==> src/design/deq_pkg.sv <==
`timescale 1ns / 1ps
`default_nettype none

package deq_pkg;

    localparam int DEPTH_DEF      = 16;
    localparam int DATA_WIDTH_DEF = 32;

    localparam int CMD_W    = 3;
    localparam int VAL_W    = 32;
    localparam int STATUS_W = 2;
    localparam int COUNT_W  = 5;
    localparam int Q_DEPTH  = 2;

    localparam logic [CMD_W-1:0] CMD_PUSH_BACK  = 3'd0;
    localparam logic [CMD_W-1:0] CMD_PUSH_FRONT = 3'd1;
    localparam logic [CMD_W-1:0] CMD_POP_BACK   = 3'd2;
    localparam logic [CMD_W-1:0] CMD_POP_FRONT  = 3'd3;
    localparam logic [CMD_W-1:0] CMD_CUR_RESET  = 3'd4;
    localparam logic [CMD_W-1:0] CMD_CUR_PREV   = 3'd5;
    localparam logic [CMD_W-1:0] CMD_CUR_NEXT   = 3'd6;
    localparam logic [CMD_W-1:0] CMD_READ_CUR   = 3'd7;

    localparam logic [STATUS_W-1:0] ST_OK    = 2'd0;
    localparam logic [STATUS_W-1:0] ST_EMPTY = 2'd1;
    localparam logic [STATUS_W-1:0] ST_FULL  = 2'd2;

    typedef struct packed {
        logic                wr;
        logic                rd;
        logic [STATUS_W-1:0] status;
        logic [COUNT_W-1:0]  count;
    } t_op_ctl;

endpackage

`default_nettype wire

==> src/design/deq_front.sv <==
`timescale 1ns / 1ps
`default_nettype none

module deq_front
    import deq_pkg::*;
#(
    parameter int DEPTH      = DEPTH_DEF,
    parameter int DATA_WIDTH = DATA_WIDTH_DEF,
    localparam int AW = (DEPTH > 1) ? $clog2(DEPTH) : 1
) (
    input  wire logic                  i_clk,
    input  wire logic                  i_rst_n,
    input  wire logic                  i_valid,
    output logic                       o_ready,
    input  wire logic [CMD_W-1:0]      i_command,
    input  wire logic [VAL_W-1:0]      i_push_value,
    input  wire logic                  i_q_ready,
    output logic                       o_q_push,
    output t_op_ctl                    o_ctl,
    output logic [AW-1:0]              o_addr,
    output logic [DATA_WIDTH-1:0]      o_data
);

    localparam int CW = $clog2(DEPTH + 1);
    localparam int SW = CW + 1;

    logic [AW-1:0] r_head, n_head;
    logic [AW-1:0] r_cursor, n_cursor;
    logic [CW-1:0] r_count, n_count;

    logic [SW-1:0] tail_sum;
    logic [SW-1:0] last_sum;
    logic [AW-1:0] tail, last, head_prev, head_next, cur_prev, cur_next;
    logic [DATA_WIDTH+VAL_W-1:0] data_wide;
    logic [CW+COUNT_W-1:0]       count_wide;
    logic [STATUS_W-1:0]         status;
    logic                        wr, rd;

    assign o_ready  = i_q_ready;
    assign o_q_push = i_valid && i_q_ready;

    assign tail_sum  = SW'(r_head) + SW'(r_count);
    assign last_sum  = tail_sum - SW'(1);
    assign tail      = (tail_sum >= SW'(DEPTH)) ? AW'(tail_sum - SW'(DEPTH)) : AW'(tail_sum);
    assign last      = (last_sum >= SW'(DEPTH)) ? AW'(last_sum - SW'(DEPTH)) : AW'(last_sum);
    assign head_prev = (r_head == '0) ? AW'(DEPTH - 1) : r_head - AW'(1);
    assign head_next = (r_head == AW'(DEPTH - 1)) ? '0 : r_head + AW'(1);
    assign cur_prev  = (r_cursor == '0) ? AW'(DEPTH - 1) : r_cursor - AW'(1);
    assign cur_next  = (r_cursor == AW'(DEPTH - 1)) ? '0 : r_cursor + AW'(1);

    assign data_wide = {{DATA_WIDTH{1'b0}}, i_push_value};
    assign o_data    = data_wide[DATA_WIDTH-1:0];

    always_comb begin
        n_head   = r_head;
        n_cursor = r_cursor;
        n_count  = r_count;
        status   = ST_OK;
        wr       = 1'b0;
        rd       = 1'b0;
        o_addr   = r_cursor;
        case (i_command)
            CMD_PUSH_BACK, CMD_PUSH_FRONT: begin
                if (r_count == CW'(DEPTH)) begin
                    status = ST_FULL;
                end else begin
                    wr = 1'b1;
                    if (i_command == CMD_PUSH_BACK) begin
                        o_addr = tail;
                    end else begin
                        o_addr = head_prev;
                        n_head = head_prev;
                    end
                    if (r_count == '0) begin
                        n_cursor = o_addr;
                    end
                    n_count = r_count + CW'(1);
                end
            end
            CMD_POP_BACK, CMD_POP_FRONT: begin
                if (r_count == '0) begin
                    status = ST_EMPTY;
                end else begin
                    rd = 1'b1;
                    if (i_command == CMD_POP_BACK) begin
                        o_addr = last;
                    end else begin
                        o_addr = r_head;
                        n_head = head_next;
                    end
                    n_count = r_count - CW'(1);
                    if (r_cursor == o_addr || r_count == CW'(1)) begin
                        n_cursor = n_head;
                    end
                end
            end
            CMD_CUR_RESET: begin
                n_cursor = r_head;
            end
            CMD_CUR_PREV: begin
                if (r_count > CW'(1)) begin
                    n_cursor = (r_cursor == r_head) ? last : cur_prev;
                end
            end
            CMD_CUR_NEXT: begin
                if (r_count > CW'(1)) begin
                    n_cursor = (r_cursor == last) ? r_head : cur_next;
                end
            end
            default: begin
                if (r_count == '0) begin
                    status = ST_EMPTY;
                end else begin
                    rd = 1'b1;
                end
            end
        endcase
    end

    assign count_wide = {{COUNT_W{1'b0}}, n_count};

    always_comb begin
        o_ctl.wr     = wr;
        o_ctl.rd     = rd;
        o_ctl.status = status;
        o_ctl.count  = count_wide[COUNT_W-1:0];
    end

    always_ff @(posedge i_clk) begin
        if (!i_rst_n) begin
            r_head   <= '0;
            r_cursor <= '0;
            r_count  <= '0;
        end else if (o_q_push) begin
            r_head   <= n_head;
            r_cursor <= n_cursor;
            r_count  <= n_count;
        end
    end

endmodule

`default_nettype wire

==> src/design/deq_queue.sv <==
`timescale 1ns / 1ps
`default_nettype none

module deq_queue
    import deq_pkg::*;
#(
    parameter int WIDTH = 8
) (
    input  wire logic             i_clk,
    input  wire logic             i_rst_n,
    input  wire logic             i_push,
    input  wire logic [WIDTH-1:0] i_data,
    output logic                  o_ready,
    input  wire logic             i_pop,
    output logic                  o_valid,
    output logic [WIDTH-1:0]      o_data
);

    localparam int PW = $clog2(Q_DEPTH);
    localparam int NW = $clog2(Q_DEPTH + 1);

    logic [WIDTH-1:0] r_slot [Q_DEPTH];
    logic [PW-1:0]    r_wr_ptr;
    logic [PW-1:0]    r_rd_ptr;
    logic [NW-1:0]    r_fill;

    assign o_ready = (r_fill != NW'(Q_DEPTH));
    assign o_valid = (r_fill != '0);
    assign o_data  = r_slot[r_rd_ptr];

    always_ff @(posedge i_clk) begin
        if (i_push) begin
            r_slot[r_wr_ptr] <= i_data;
        end
    end

    always_ff @(posedge i_clk) begin
        if (!i_rst_n) begin
            r_wr_ptr <= '0;
            r_rd_ptr <= '0;
            r_fill   <= '0;
        end else begin
            if (i_push) begin
                r_wr_ptr <= r_wr_ptr + PW'(1);
            end
            if (i_pop) begin
                r_rd_ptr <= r_rd_ptr + PW'(1);
            end
            if (i_push && !i_pop) begin
                r_fill <= r_fill + NW'(1);
            end else if (!i_push && i_pop) begin
                r_fill <= r_fill - NW'(1);
            end
        end
    end

endmodule

`default_nettype wire

==> src/design/deq_back.sv <==
`timescale 1ns / 1ps
`default_nettype none

module deq_back
    import deq_pkg::*;
#(
    parameter int DEPTH      = DEPTH_DEF,
    parameter int DATA_WIDTH = DATA_WIDTH_DEF,
    localparam int AW = (DEPTH > 1) ? $clog2(DEPTH) : 1
) (
    input  wire logic                  i_clk,
    input  wire logic                  i_rst_n,
    input  wire logic                  i_q_valid,
    output logic                       o_q_pop,
    input  wire t_op_ctl               i_ctl,
    input  wire logic [AW-1:0]         i_addr,
    input  wire logic [DATA_WIDTH-1:0] i_data,
    output logic                       o_valid,
    input  wire logic                  i_ready,
    output logic [VAL_W-1:0]           o_read_value,
    output logic [STATUS_W-1:0]        o_status,
    output logic [COUNT_W-1:0]         o_entry_count
);

    logic [DATA_WIDTH-1:0] r_mem [DEPTH];
    logic [DATA_WIDTH-1:0] r_rd_data;
    logic                  r_valid;
    t_op_ctl               r_ctl;
    logic                  advance;
    logic [DATA_WIDTH+VAL_W-1:0] rd_wide;

    assign advance = !r_valid || i_ready;
    assign o_q_pop = advance && i_q_valid;

    always_ff @(posedge i_clk) begin
        if (o_q_pop && i_ctl.wr) begin
            r_mem[i_addr] <= i_data;
        end
        if (o_q_pop && i_ctl.rd) begin
            r_rd_data <= r_mem[i_addr];
        end
        if (o_q_pop) begin
            r_ctl <= i_ctl;
        end
    end

    always_ff @(posedge i_clk) begin
        if (!i_rst_n) begin
            r_valid <= 1'b0;
        end else if (advance) begin
            r_valid <= i_q_valid;
        end
    end

    assign rd_wide       = {{VAL_W{1'b0}}, r_rd_data};
    assign o_valid       = r_valid;
    assign o_read_value  = r_ctl.rd ? rd_wide[VAL_W-1:0] : '0;
    assign o_status      = r_ctl.status;
    assign o_entry_count = r_ctl.count;

endmodule

`default_nettype wire

==> src/design/double_ended_queue_with_cursor.sv <==
// Channel   Handshake            Word
// command   i_valid / o_ready    i_command, i_push_value
// result    o_valid / i_ready    o_read_value, o_status, o_entry_count
//
// One command is accepted per clock while the two-entry queue has room.
// A result passes through the queue and then the registered read of the entry store;
// throughput is one word per clock while the result side is not stalled.
// Reset clears the pointers, the count, the queue fill and the result valid flag;
// the entry store, queue slots and result data are not. A stalled result holds the
// back end, and the front end keeps accepting until the queue fills.
`timescale 1ns / 1ps
`default_nettype none

module double_ended_queue_with_cursor
    import deq_pkg::*;
#(
    parameter int DEPTH      = DEPTH_DEF,
    parameter int DATA_WIDTH = DATA_WIDTH_DEF
) (
    input  wire logic                i_clk,
    input  wire logic                i_rst_n,
    input  wire logic                i_valid,
    output logic                     o_ready,
    input  wire logic [CMD_W-1:0]    i_command,
    input  wire logic [VAL_W-1:0]    i_push_value,
    output logic                     o_valid,
    input  wire logic                i_ready,
    output logic [VAL_W-1:0]         o_read_value,
    output logic [STATUS_W-1:0]      o_status,
    output logic [COUNT_W-1:0]       o_entry_count
);

    localparam int AW = (DEPTH > 1) ? $clog2(DEPTH) : 1;
    localparam int OPW = $bits(t_op_ctl) + AW + DATA_WIDTH;

    logic                  q_ready, q_push, q_valid, q_pop;
    t_op_ctl               f_ctl, b_ctl;
    logic [AW-1:0]         f_addr, b_addr;
    logic [DATA_WIDTH-1:0] f_data, b_data;
    logic [OPW-1:0]        q_out;

    deq_front #(
        .DEPTH      (DEPTH),
        .DATA_WIDTH (DATA_WIDTH)
    ) u_front (
        .i_clk        (i_clk),
        .i_rst_n      (i_rst_n),
        .i_valid      (i_valid),
        .o_ready      (o_ready),
        .i_command    (i_command),
        .i_push_value (i_push_value),
        .i_q_ready    (q_ready),
        .o_q_push     (q_push),
        .o_ctl        (f_ctl),
        .o_addr       (f_addr),
        .o_data       (f_data)
    );

    deq_queue #(
        .WIDTH (OPW)
    ) u_queue (
        .i_clk   (i_clk),
        .i_rst_n (i_rst_n),
        .i_push  (q_push),
        .i_data  ({f_ctl, f_addr, f_data}),
        .o_ready (q_ready),
        .i_pop   (q_pop),
        .o_valid (q_valid),
        .o_data  (q_out)
    );

    assign {b_ctl, b_addr, b_data} = q_out;

    deq_back #(
        .DEPTH      (DEPTH),
        .DATA_WIDTH (DATA_WIDTH)
    ) u_back (
        .i_clk         (i_clk),
        .i_rst_n       (i_rst_n),
        .i_q_valid     (q_valid),
        .o_q_pop       (q_pop),
        .i_ctl         (b_ctl),
        .i_addr        (b_addr),
        .i_data        (b_data),
        .o_valid       (o_valid),
        .i_ready       (i_ready),
        .o_read_value  (o_read_value),
        .o_status      (o_status),
        .o_entry_count (o_entry_count)
    );

endmodule

`default_nettype wire

==> config.mk <==
export PLATFORM = sky130hd
export DESIGN_NAME = double_ended_queue_with_cursor
export DESIGN_NICKNAME = d
export VERILOG_FILES = /design/src/design/deq_pkg.sv /design/src/design/deq_front.sv /design/src/design/deq_queue.sv /design/src/design/deq_back.sv /design/src/design/double_ended_queue_with_cursor.sv
export SDC_FILE = /design/constraint.sdc
export NUM_CORES = 1
export LEC_CHECK = 0
export BUFFER_PORTS_ARGS = -buffer_cell sky130_fd_sc_hd__buf_2
export CORE_MARGIN = 2
export CORE_UTILIZATION = 45
export DETAILED_ROUTE_END_ITERATION = 10
export SYNTH_ARGS = -nofsm -noshare
export SYNTH_HDL_FRONTEND = slang
export SYNTH_HIERARCHICAL = 1
export SYNTH_SLANG_ARGS = --single-unit
==> constraint.sdc <==
create_clock -name i_clk -period 4.7 [get_ports i_clk]
set_input_delay 0.94 -clock i_clk [delete_from_list [all_inputs] [get_ports i_clk]]
set_output_delay 0.94 -clock i_clk [all_outputs]
set_load 0.03 [all_outputs]
==> out/metrics.cfg <==
[power_and_ir_drop]
vdd_drop_max_uv=359
pwr-share-seq_pct=44.7
p_int_uw=12200
swShare_pct=29.2
p_comb_share_pct=24.8
leakage_uw=0.00968
power_uw=17200
power.share.clock_pct=30.5
p_switching_uw=5030
p_per_area_nw_per_um2=576

[synthesis]
synth.area.top_cells=edfxtp_1 73%, mux4_2 11%, mux2_1 1.9%, a22oi_1 1.8%, dfxtp_1 1.4%
yosysUniqueCellTypes=63
synth_area_per_cell_um2=19.2
synthCells=1381
ys_seq_elements=661
dominantRegCellSynth=edfxtp_1
synth_most_common_cell=edfxtp_1
yosysTopAreaCell=edfxtp_1
ys_warn_count=6
yosysSeqAreaShare_pct=74.1
synth_top_area_share_pct=72.7
synth_edf_count=642
ys_async_sr_fraction_pct=0
syn-cell-area_um2=26500
synthesis.nets=1434
synth_commonest_cells=642 x edfxtp_1, 128 x mux4_2, 65 x a22oi_1

[min_path]
hp-start=u_queue/r_fill[1]$_SDFFE_PN0P_
hp-class=reg -> reg

[cts]
ctsResizeCount=0
cts_hold_buf=0
cts_buffers=70
numClockSinks=661
cts_tree=yes
path_clk_slew_ps=60
postCtsSetupRepairBufs=0
clockBufferDepth=3
clock_latency_ps=610
root_buffer=clkbuf_16
h-tree-depth=3

[floorplan]
core_area_um2=58000
die_h_um=247
die_area_um2=60900
start_util_pct=45.7
die_x_um=247
io-pin-count=80
num_rows=88

[finish]
multi_input_area_um2=6220
antennaDiodeCount=0
fill_cells=4581
seq_area_um2=19700
final_area_um2=29900
fin_nets=1500
utilization_pct=51.4
synthToLayoutAreaGrowth_pct=12.6
drive_above_1_share_pct=24.2

[worst_setup_path]
r2r-start=u_front/r_head[0]$_SDFFE_PN0P_
critPathCaptureType=register
crit_start=u_front/r_head[0]$_SDFFE_PN0P_
crit_type=reg -> reg
max_stage_delay_ps=610
crit_fanout=11
required_ps=5170
slowest_stage=dfxtp_1
cp-start-kind=register
worstPathArrival_ps=3830
path_cells=ha_1, inv_1, fa_1, xnor2_1, nor3b_1, xnor3_1, mux2i_4, mux2_2, a221oi_1, o32ai_1

[route]
firstDrtPassIters=6
drt_iter0_markers=1052
viasPerCell=5.73
via_count=12977
avgRoutedWirePerCell_um=25.1
wirelength_mm=56.8
ant_nets=0
drc=0

[grt]
grt_first_pass_wirelength_mm=84.8
grt_pass1_vias=13351
grt_usage_pct=19.1
overflow=0
grt_max_degree=92
antenna_found_initial=0

[timing]
fmax_mhz=297
setup_viol=0
clock_skew_ps=23.6
tns_ps=0
rsz0062_at_grt=false
fin_crit_ps=3370
hold_violations=0
finalCritPeriodShare_pct=71.7
drv_slew=0
slew_headroom_pct=27.6
max_slew.worst_pin.slew_ps=1090

[placement]
dpl-instance-area_um2=27700
dpl.hpwl_mm=31.4
place_congestion=0.831
portBuffers=79

[run_status]
outcome=finished, final reports clean

[run]
cap_violations=0

[metrics by stage]
stage               setup slack [ps]  instances  hold slack (ps)
global route                    1130       2264              499
floorplan                        307       1381              465
global placement                1360       2140              476
detailed placement              1340       2140              498
finish                          1330       2264              507
CTS                             1310       2264              489
[flip-flops by register name (all words and copies together), names as in the netlist, 2 cells and up, named ones only]
register,flops
u_queue/r_slot,90
u_front/r_count,5
u_back/r_rd_data,32
u_back/o_status,2
u_back/o_entry_count,5
u_back/r_mem,512
u_front/r_head,4
u_queue/r_fill,2
u_front/r_cursor,4
[final timing paths]
kind,cells past startpoint,slack [ps],endpoint
min reg2reg,2,510,u_queue/r_fill[1]$_SDFFE_PN0P_
max reg2reg,10,1330,u_front/r_cursor[1]$_SDFFE_PN0P_
max,10,1330,u_front/r_cursor[1]$_SDFFE_PN0P_
min,2,510,u_queue/r_fill[1]$_SDFFE_PN0P_
[cells by family after synthesis]
group           count (synthesis)  share of synthesized area, %
flops                         661                          74.1
simple gates                  203                          3.93
mux                           182                          13.2
compound gates                159                          4.12
buf+inv                       137                          3.02
xor+xnor                       25                         0.930
fa+ha+maj                      14                         0.689
[layout make-up]
class | instances | area share (%)
clock inverter | 32 | 0.897
inverter | 19 | 0.239
sequential | 661 | 65.9
timing repair buffer | 112 | 2.57
clock buffer | 92 | 6.39
tap | 765 | 3.21
multi-input combinational | 583 | 20.8
[power groups by stage]
stage / clock network (uW) / logic (uW) / registers, uW
final: 5250 / 4260 / 7690
after global routing: 5590 / 4640 / 7730
after CTS: 5370 / 4360 / 7700
after detailed placement: 0 / 4350 / 7820
after global placement: 0 / 4290 / 7810
after floorplan: 0 / 3200 / 7710
[worst max-delay path: cells and delay by family, from the launching register on]
family	cells	cell delay (ps)
compound gates	2	370
xor+xnor	2	550
fa+ha+maj	2	680
buf+inv	1	50
flops	1	610
mux	2	750
simple gates	1	230
[layer usage]
metal | global-route usage, % | vias up | share of wire [%]
met4 | 5.39 | 0 | 1.6
met5 | 0 | - | 0
li1 | - | 5664 | -
met1 | 26.6 | 6878 | 44
met2 | 31.0 | 364 | 49
met3 | 3.57 | 71 | 5.8
[layout by cell type, fill, tap and decap left out, types with 21 or more instances in the layout]
master,n
mux2_1,43
and2_1,40
nand2_1,60
mux4_2,128
buf_4,23
nor2_1,21
buf_2,79
edfxtp_1,642
a22oi_1,65
clkbuf_16,73
a21oi_1,25
No activity file was read; power rests on OpenSTA's default activity.
